$ cat config.mk
export PLATFORM = sky130hd
export DESIGN_NAME = run_hour_counters_with_save_policy_unit
export DESIGN_NICKNAME = d
export VERILOG_FILES = /design/src/design/rhc_pkg.sv /design/src/design/run_hour_counters_with_save_policy_unit.sv
export SDC_FILE = /design/constraint.sdc
export NUM_CORES = 2
export LEC_CHECK = 0
export BUFFER_PORTS_ARGS = -buffer_cell sky130_fd_sc_hd__buf_4
export CAP_MARGIN = 20
export CORE_UTILIZATION = 56
export DETAILED_ROUTE_END_ITERATION = 10
export PLACE_DENSITY_LB_ADDON = 0.08
export SYNTH_ARGS = -nofsm -noshare
export SYNTH_HDL_FRONTEND = slang
export SYNTH_SLANG_ARGS = --single-unit
export TNS_END_PERCENT = 20
$ cat constraint.sdc
create_clock -name aclk -period 28.2 [get_ports aclk]
set_input_delay 2.82 -clock aclk [delete_from_list [all_inputs] [get_ports aclk]]
set_output_delay 2.82 -clock aclk [all_outputs]
set_load 0.03 [all_outputs]
$ cat src/design/rhc_pkg.sv
// Package for the run-hour counter unit: item codes, field widths and reset values.
package rhc_pkg;

    // Field widths of the input item
    localparam int ELAPSED_W = 24;
    localparam int INDEX_W   = 3;
    localparam int FRAC_W    = 16;

    // Field widths of the result item
    localparam int COUNT_W      = 32;
    localparam int OUT_COUNTERS = 5;

    // Configuration port
    localparam int CFG_ADDR_W = 1;
    localparam int CFG_DATA_W = 24;
    localparam int THRESH_W   = 16;

    // Register reset values
    localparam logic [THRESH_W-1:0]  THRESH_RESET   = 16'd1800;
    localparam logic [ELAPSED_W-1:0] MAX_STEP_RESET = 24'd327680;

    // Packed stream widths
    localparam int S_TDATA_W = 32;
    localparam int M_TDATA_W = 200;

    // Item kinds, carried in s_tuser
    typedef enum logic [1:0] {
        MODE_TICK  = 2'd0,
        MODE_CLEAR = 2'd1,
        MODE_SAVE  = 2'd2
    } mode_t;

    // Result status, carried in m_tuser
    typedef enum logic [1:0] {
        STATUS_OK        = 2'd0,
        STATUS_BAD_INDEX = 2'd1,
        STATUS_RUNNING   = 2'd2
    } status_t;

    // Configuration register indexes
    typedef enum logic [CFG_ADDR_W-1:0] {
        REG_THRESHOLD = 1'd0,
        REG_MAX_STEP  = 1'd1
    } cfg_reg_t;

endpackage

$ cat src/design/run_hour_counters_with_save_policy_unit.sv
// Run-hour counter bank with snapshot save policy, single-pass streaming unit.
// Two register stages: an accepted item is held in the input stage, and its result
// is registered in the result stage and shown on m_*. Throughput: one item per cycle
// while m_tready does not hold the result stage; the counter update for each item is one combinational pass.
// Reset (aresetn low, synchronous): counters, snapshot, fraction and save count
// clear, both stages empty, registers return to 1800 s and 5.0 s.
module run_hour_counters_with_save_policy_unit
    import rhc_pkg::*;
#(
    parameter int NUM_COUNTERS = 5
) (
    input  logic                  aclk,
    input  logic                  aresetn,
    // configuration write port
    input  logic                  cfg_wr_en,
    input  logic [CFG_ADDR_W-1:0] cfg_addr,
    input  logic [CFG_DATA_W-1:0] cfg_wdata,
    // input items
    input  logic                  s_tvalid,
    output logic                  s_tready,
    // [23:0] elapsed_time, [24] engine_stopped, [27:25] counter_index, [31:28] zero
    input  logic [S_TDATA_W-1:0]  s_tdata,
    // [1:0] mode
    input  logic [1:0]            s_tuser,
    // result items
    output logic                  m_tvalid,
    input  logic                  m_tready,
    // [31:0] count_front_tire, [63:32] count_rear_tire, [95:64] count_cylinder,
    // [127:96] count_piston, [159:128] count_engine, [160] saved_now,
    // [192:161] save_total, [199:193] zero
    output logic [M_TDATA_W-1:0]  m_tdata,
    // [1:0] status
    output logic [1:0]            m_tuser
);

    localparam int IDX_CMP_W = INDEX_W + 1;

    // configuration registers
    logic [THRESH_W-1:0]  thresh_reg;
    logic [ELAPSED_W-1:0] max_step_reg;

    // input stage
    logic                 in_valid_reg;
    logic [1:0]           in_mode_reg;
    logic [ELAPSED_W-1:0] in_elapsed_reg;
    logic                 in_stopped_reg;
    logic [INDEX_W-1:0]   in_index_reg;

    // stored state
    logic [COUNT_W-1:0] run_reg  [NUM_COUNTERS];
    logic [COUNT_W-1:0] snap_reg [NUM_COUNTERS];
    logic [FRAC_W-1:0]  frac_reg;
    logic [COUNT_W-1:0] save_count_reg;

    logic [COUNT_W-1:0] run_next  [NUM_COUNTERS];
    logic [COUNT_W-1:0] snap_next [NUM_COUNTERS];
    logic [FRAC_W-1:0]  frac_next;
    logic [COUNT_W-1:0] save_count_next;

    // result stage
    logic                 m_valid_reg;
    logic [M_TDATA_W-1:0] m_tdata_reg;
    logic [1:0]           m_tuser_reg;
    logic [M_TDATA_W-1:0] m_tdata_next;
    status_t              status_next;
    logic                 saved_next;

    // handshake
    logic out_free;
    logic advance;

    assign out_free = !m_valid_reg || m_tready;
    assign advance  = in_valid_reg && out_free;
    assign s_tready = !in_valid_reg || advance;
    assign m_tvalid = m_valid_reg;
    assign m_tdata  = m_tdata_reg;
    assign m_tuser  = m_tuser_reg;

    // configuration writes
    always_ff @(posedge aclk) begin
        if (!aresetn) begin
            thresh_reg   <= THRESH_RESET;
            max_step_reg <= MAX_STEP_RESET;
        end else if (cfg_wr_en) begin
            unique case (cfg_reg_t'(cfg_addr))
                REG_THRESHOLD: thresh_reg   <= cfg_wdata[THRESH_W-1:0];
                REG_MAX_STEP:  max_step_reg <= cfg_wdata[ELAPSED_W-1:0];
                default: ;
            endcase
        end
    end

    // input register
    always_ff @(posedge aclk) begin
        if (!aresetn) begin
            in_valid_reg <= 1'b0;
        end else if (s_tready) begin
            in_valid_reg <= s_tvalid;
        end
    end

    always_ff @(posedge aclk) begin
        if (s_tvalid && s_tready) begin
            in_mode_reg    <= s_tuser;
            in_elapsed_reg <= s_tdata[ELAPSED_W-1:0];
            in_stopped_reg <= s_tdata[ELAPSED_W];
            in_index_reg   <= s_tdata[ELAPSED_W+INDEX_W:ELAPSED_W+1];
        end
    end

    // item processing: tick, counter clear or forced save
    always_comb begin
        logic [ELAPSED_W-1:0] step;
        logic [ELAPSED_W:0]   total;
        logic [ELAPSED_W-FRAC_W:0] whole;
        logic                 check;
        logic                 force_save;
        logic                 need;
        logic [COUNT_W-1:0]   diff;

        step       = (in_elapsed_reg < max_step_reg) ? in_elapsed_reg : max_step_reg;
        total      = {{(ELAPSED_W-FRAC_W+1){1'b0}}, frac_reg} + {1'b0, step};
        whole      = total[ELAPSED_W:FRAC_W];
        check      = 1'b0;
        force_save = 1'b0;
        status_next = STATUS_OK;
        frac_next  = frac_reg;
        for (int i = 0; i < NUM_COUNTERS; i++) begin
            run_next[i] = run_reg[i];
        end

        case (in_mode_reg)
            MODE_TICK: begin
                if (!in_stopped_reg) begin
                    frac_next = total[FRAC_W-1:0];
                    for (int i = 0; i < NUM_COUNTERS; i++) begin
                        run_next[i] = run_reg[i] + COUNT_W'(whole);
                    end
                end else begin
                    check = 1'b1;
                end
            end
            MODE_CLEAR: begin
                if ({1'b0, in_index_reg} >= IDX_CMP_W'(NUM_COUNTERS)) begin
                    status_next = STATUS_BAD_INDEX;
                end else if (!in_stopped_reg) begin
                    status_next = STATUS_RUNNING;
                end else begin
                    for (int i = 0; i < NUM_COUNTERS; i++) begin
                        if (INDEX_W'(i) == in_index_reg) begin
                            run_next[i] = '0;
                        end
                    end
                    check      = 1'b1;
                    force_save = 1'b1;
                end
            end
            MODE_SAVE: begin
                check      = 1'b1;
                force_save = 1'b1;
            end
            default: ;
        endcase

        // save rule: a counter behind its snapshot, or drifted by the threshold
        need = force_save;
        for (int i = 0; i < NUM_COUNTERS; i++) begin
            diff = run_next[i] - snap_reg[i];
            if (run_next[i] < snap_reg[i] || diff >= COUNT_W'(thresh_reg)) begin
                need = 1'b1;
            end
        end
        saved_next = check && need;

        save_count_next = save_count_reg + (saved_next ? COUNT_W'(1) : COUNT_W'(0));
        for (int i = 0; i < NUM_COUNTERS; i++) begin
            snap_next[i] = saved_next ? run_next[i] : snap_reg[i];
        end
    end

    // result packing; counters that do not exist read zero
    genvar g;
    generate
        for (g = 0; g < OUT_COUNTERS; g++) begin : g_out
            if (g < NUM_COUNTERS) begin : g_have
                assign m_tdata_next[g*COUNT_W +: COUNT_W] = run_next[g];
            end else begin : g_none
                assign m_tdata_next[g*COUNT_W +: COUNT_W] = '0;
            end
        end
    endgenerate

    assign m_tdata_next[OUT_COUNTERS*COUNT_W] = saved_next;
    assign m_tdata_next[OUT_COUNTERS*COUNT_W+1 +: COUNT_W] = save_count_next;
    assign m_tdata_next[M_TDATA_W-1:OUT_COUNTERS*COUNT_W+1+COUNT_W] = '0;

    // state update, one item per advance
    always_ff @(posedge aclk) begin
        if (!aresetn) begin
            for (int i = 0; i < NUM_COUNTERS; i++) begin
                run_reg[i]  <= '0;
                snap_reg[i] <= '0;
            end
            frac_reg       <= '0;
            save_count_reg <= '0;
        end else if (advance) begin
            for (int i = 0; i < NUM_COUNTERS; i++) begin
                run_reg[i]  <= run_next[i];
                snap_reg[i] <= snap_next[i];
            end
            frac_reg       <= frac_next;
            save_count_reg <= save_count_next;
        end
    end

    // result register
    always_ff @(posedge aclk) begin
        if (!aresetn) begin
            m_valid_reg <= 1'b0;
        end else if (out_free) begin
            m_valid_reg <= in_valid_reg;
        end
    end

    always_ff @(posedge aclk) begin
        if (advance) begin
            m_tdata_reg <= m_tdata_next;
            m_tuser_reg <= status_next;
        end
    end

endmodule

After elaboration in Yosys (flattened, before gate mapping)

Memory sizes are Yosys's and may differ from the RTL's.
Index checks and enable logic that the tools add are counted.

Bits of input ports: 64
Word-level logic and storage cells: 117
Flip-flop bits (word level): 315
Memory bits (writable): 320
Output and inout bits: 204
Memories kept: 2

Memory list:

| memory   | words | width | rd ports | clocked after Yosys merged registers in | write ports | RTL line                                      | text |
|---|---|---|---|---|---|---|---|
| run_reg  | 5     | 32    | 5        | 0                                       | 5           | run_hour_counters_with_save_policy_unit.sv:50 | `logic [COUNT_W-1:0] run_reg [NUM_COUNTERS];` |
| snap_reg | 5     | 32    | 5        | 0                                       | 5           | run_hour_counters_with_save_policy_unit.sv:51 | `logic [COUNT_W-1:0] snap_reg [NUM_COUNTERS];` |

Equality and inequality tests: 6
Multiplexer cells: 41
Bitwise gates (word level): 13
Reductions and logical operators: 18
$add $sub $neg: 12
$lt $le $gt $ge: 12

Operators with widths:

| cell               | number |
|---|---|
| $mux 32            | 20 |
| $mux 160           | 3 |
| $pmux 160 s2       | 1 |
| $add 32x9->32      | 5 |
| $ge 32x16->1       | 5 |
| $lt 32x32->1       | 5 |
| $sub 32x32->32     | 5 |
| $add 32x1->32      | 1 |
| $add 16x24->25     | 1 |
| $lt 24x24->1       | 1 |
| $mux 24            | 1 |
| $mux 1             | 13 |
| $or 1x1->1         | 10 |
| $logic_or 1x1->1   | 7 |
| $eq 2x3->1 const A | 2 |
| $reduce_and 2->1   | 2 |
| $eq 1x3->1 const A | 1 |
| $eq 3x3->1 const A | 1 |
| $ge 3x3->1 const B | 1 |
| $logic_and 1x1->1  | 3 |
| $logic_not 3->1    | 1 |
| $not 1->1          | 3 |
| $pmux 1 s3         | 1 |
| $reduce_and 3->1   | 1 |
| other kinds (7)    | 8 |

Longest topological paths before layout

Depth in word-level cells: 17
Depth in mapped cells: 75
Depth with buffers taken out: 74

Worst setup path before layout

Ideal clock, no wire load.

Kind: reg2reg
From: reg, netlist name in_elapsed_reg[5]
To: mem snap_reg[0][0], enable pin
Period minus slack after synthesis: 26.996 ns
Buffers on the path: 1
Path slack: 1.204 ns
Library setup time: 1.114 ns
Arrival: 25.883 ns
Stages on the path, launching flop included: 55
Required time: 27.086 ns
Cells stage by stage: edfxtp_1 ha_1 a21o_1 a211oi_1 o211ai_1 a211oi_1 a21oi_1 o21ai_0 a211oi_1 a211oi_2 clkbuf_1 mux2_2 ha_1 a21o_1 a21oi_1 o21ai_0 nand3_1 a31oi_1 [... 19 more ...] nand2_1 o21ai_0 o41ai_1 o21ai_0 xor2_1 ha_1 nand2_1 o22ai_1 a2111oi_0 o2111ai_1 nor4_1 o2111ai_1 a211o_1 nor4_1 nand4_1 or4_1 nor4_2 o41ai_1

RTL lines:

| what          | RTL line |
|---|---|
| end, declared | run_hour_counters_with_save_policy_unit.sv:51 |

==> summary by stage <==
Critical path
The count of cells along the worst register-to-register path is between 70 and 80. Among all stages on the critical path, the largest delay is contributed by sky130_fd_sc_hd__a2111oi_0. For the worst setup path, the data required time is ~29,000 ps. The number of buffers and inverters on the critical path is 3. For the worst setup path, the data arrival time is 19,180 ps. The worst setup path is of the flip-flop to flip-flop kind.

The endpoint kind of the worst setup timing path is a flip-flop. The delay contributed by the slowest stage of the critical path is approximately 740 ps. Along the worst path, the maximum fanout reaches 31.

The critical path depth is 75. The cell family with the largest share of critical-path delay is compound AO/OA/AOI/OAI gates. The worst setup path is launched from a flip-flop.

Timing
The part of the cycle the worst path needs is between 60% and 70%. Setup repair after global routing left no endpoint under its margin. The tightest hold path in the finished design has a slack of between 400 and 500 ps. The total negative setup slack is 0 ps. Setup violations remaining at the end of the flow were counted as 0. The max-slew violation total from the final report is 0. For this run, the top clock speed supported by timing is 53.62 MHz.

At the pin with the least slew margin, the transition time is roughly 1200 ps. The shortest clock period the worst path allows after layout is approximately 19,000 ps. The worst-case headroom to the max-slew limit is approximately 17%. In the post-route analysis, the smallest setup slack over all paths is 9551 ps. The count of final hold-check violations is 0.

The clock skew is between 20 and 25 ps.

Final layout
0 antenna diodes ended up in the layout. The filler cell count is roughly 5,900. In the final layout, the share of cells above drive strength 1 is 10.44%. The flip-flop count of the largest register, all copies and words added is 193. The net total in the final layout is around 4,800.

The library cell used most frequently in the layout, excluding fill and tap cells, is sky130_fd_sc_hd__edfxtp_1. The area growth from synthesis to layout is 13.27%. The library cells used most frequently in the layout, excluding fill and tap cells, are sky130_fd_sc_hd__edfxtp_1, sky130_fd_sc_hd__nand2_1, sky130_fd_sc_hd__o21ai_0, sky130_fd_sc_hd__ha_1, sky130_fd_sc_hd__buf_4. After routing the design area is 46,510 um2.

Logic synthesis
The synthesized design contains roughly 640 register bits. The instance count of the mapped netlist is approximately 4,200. The most used flip-flop cell after synthesis is sky130_fd_sc_hd__edfxtp_1. After synthesis, the share of flip-flops with an asynchronous set or reset is 0%.

The number of enable flip-flop cells after synthesis is around 550. The number of warnings issued by yosys is 0. The share of the yosys chip area belonging to registers is around 44%.

The cell area after synthesis is about 41,000 um2. The synthesized area per cell is roughly 10 um2. The count of distinct cell types in the synthesized netlist is 92.

Global routing
The remaining global-route overflow is 0. Global routing consumed, over all layers together, 32.15% of the routing resources. The wire length of the first global-routing pass is roughly 180,000 um. The number of antenna violations at the first check in global routing is 1. The via count of the first global-routing pass is between 30,000 and 40,000. The pin count of the biggest net entering global routing is 93.

Die
The starting density of the core is between 50% and 60%. The floorplan step defined a core boundary enclosing roughly 72,000 um2. The die area is about 74,000 um2. The die span in x is 272.8 um.

The die extent in y is around 270 um. The initialized floorplan defines slightly below 100 standard-cell rows. roughly 270 I/O pins were placed.

Worst hold path
The path class of the lowest-slack min-delay path is flip-flop to flip-flop. The hold-critical path depth is 2.

Clock tree
TritonCTS built the clock tree. TritonCTS created ~70 clock buffers. After clock tree synthesis, the clock-pin slew on the worst setup and hold paths is around 60 ps. After clock tree synthesis, the repair step resized 0 gates.

The H-tree was split into 3 levels. The later-pin clock latency in the skew report is 630 ps. The number of sinks handled by clock tree synthesis is 635. Buffers inserted to repair hold after CTS numbered 0. The maximum count of clock buffers along a single path is 3. The total setup buffers inserted after CTS is 0.

The root buffer selected by CTS is sky130_fd_sc_hd__clkbuf_16.

Route
Dividing the detail-routed via count by the number of cells gives just over 6. The number of DRC violations after detailed-routing iteration 0 is 3,442. After detailed routing, the average wire length per cell comes to about 22 um. The routed layout has 33,631 vias.

The number of iterations in the first detailed-routing pass is 6. Wires add up to 121,600 um. In the routed design, unresolved DRC markers number 0. In this run the remaining antenna-violating nets after routing total 0.

Job
The number of max-cap violations is 0.

Place
The worst setup slack after placement is slightly below 10,000 ps. Buffers placed on the I/O ports in this run total ~260. The post-DP HPWL is roughly 90,000 um. The cell area after placement is 43,990 um2. The congestion estimate from routability-driven global placement came to just over 1.

Power and ir drop
The maximum resistive drop on vdd is 0.00005747 V. The total power draw is 2.899 mW. The leakage power total is between 15 and 20 nW. The total power per unit cell area is about 62 nW/um2.

Status
The run finished with clean final reports.
==> synthesized netlist by cell type (all sizes together) (5+ instances only) <==
library cell,n,area (um2)
clkbuf,135,509.2
nor2b,26,162.7
mux2i,16,160.2
a211oi,40,315.3
inv,285,1070
or4,8,63.81
nand2,486,1824
o211a,5,50.05
o21ai,372,1866
buf,25,140.1
ha,332,4154
o2111ai,14,122.6
or3,26,162.7
a21boi,53,397.9
a22o,66,578.1
mux2,6,67.56
or2,9,56.30
nand4,64,400.4
and3,76,475.5
dfxtp,90,1802
nor4,28,187.7
a22oi,7,57.55
nand2b,45,281.5
o21a,33,249.0
a21o,89,668.1
edfxtp,545,16370
o31ai,47,352.8
nor3,60,310.3
a2111oi,7,61.31
xnor2,214,1874
nand3,96,480.5
nor3b,13,97.59
a31oi,53,331.6
xor2,105,919.6
fa,11,220.2
o211ai,31,232.7
a21oi,250,1262
nand3b,8,60.06
a221oi,7,67.56
nor2,160,600.6
o22ai,11,68.82
and2,124,775.8
a41oi,5,43.79
and4,18,157.7
o21bai,43,322.8
==> cell families after synthesis <==
family          count (synthesis)  synth area share [%]
simple gates                 1264                 15.23
xor+xnor                      319                 6.805
fa+ha+maj                     343                 10.65
compound gates               1180                 18.31
other cells                     1              0.009133
flops                         635                 44.25
buf+inv                       446                 4.196
mux                            22                0.5546
==> metrics by stage <==
| step | util (%) | instances |
|---|---|---|
| CTS | 64.61 | 5443 |
| global placement | 61.11 | 5311 |
| detailed placement | 61.11 | 5311 |
| global route | 64.61 | 5443 |
| finish | 64.61 | 5443 |
| floorplan | - | 4216 |
==> layer usage <==
metal  wire [um]  track usage (%)  part of all wire [%]  vias up
met5          11                0                0.0090        -
met4        4048            11.10                   3.3        2
met3        8661            3.295                   7.1      206
met2       54540            50.47                    45     1389
met1       54320            46.34                    45    16161
li1            -                -                     -    15873
==> area by class of cell <==
| cell class | instances | area (um2) | area share (%) |
|---|---|---|---|
| clock buffer | 88 | 1968 | 4.232 |
| clock inverter | 44 | 551.8 | 1.186 |
| multi-input combinational | 3135 | 21260 | 45.71 |
| tap | 950 | 1189 | 2.556 |
| sequential | 635 | 18170 | 39.06 |
| inverter | 286 | 1081 | 2.324 |
| timing repair buffer | 305 | 2290 | 4.923 |
==> worst register-to-register path: cells and delay by family, from the launching register on <==
| family | cells | cell delay, ps |
|---|---|---|
| compound gates | 33 | 8760 |
| simple gates | 26 | 5420 |
| fa+ha+maj | 7 | 2250 |
| buf+inv | 3 | 690 |
| xor+xnor | 4 | 590 |
| mux | 2 | 470 |
| flops | 1 | 400 |
==> where the power goes <==
part / leakage (nW) / switching (mW) / internal (mW)
sequential: 6.23 / 0.0340 / 1.08
clock: 1.22 / 0.409 / 0.595
combinational: 11.2 / 0.496 / 0.281
total: 18.7 / 0.939 / 1.96
==> worst paths after layout <==
check	startpoint	to	slack [ps]
min	max_step_reg[14]$_SDFFE_PN0P_	max_step_reg[14]$_SDFFE_PN0P_	470
min reg2reg	max_step_reg[14]$_SDFFE_PN0P_	max_step_reg[14]$_SDFFE_PN0P_	470
max reg2reg	in_elapsed_reg[9]$_DFFE_PP_	save_count_reg[30]$_SDFFE_PN0P_	9550
max	in_elapsed_reg[9]$_DFFE_PP_	save_count_reg[30]$_SDFFE_PN0P_	9550
No activity file was read; power rests on OpenSTA's default activity.
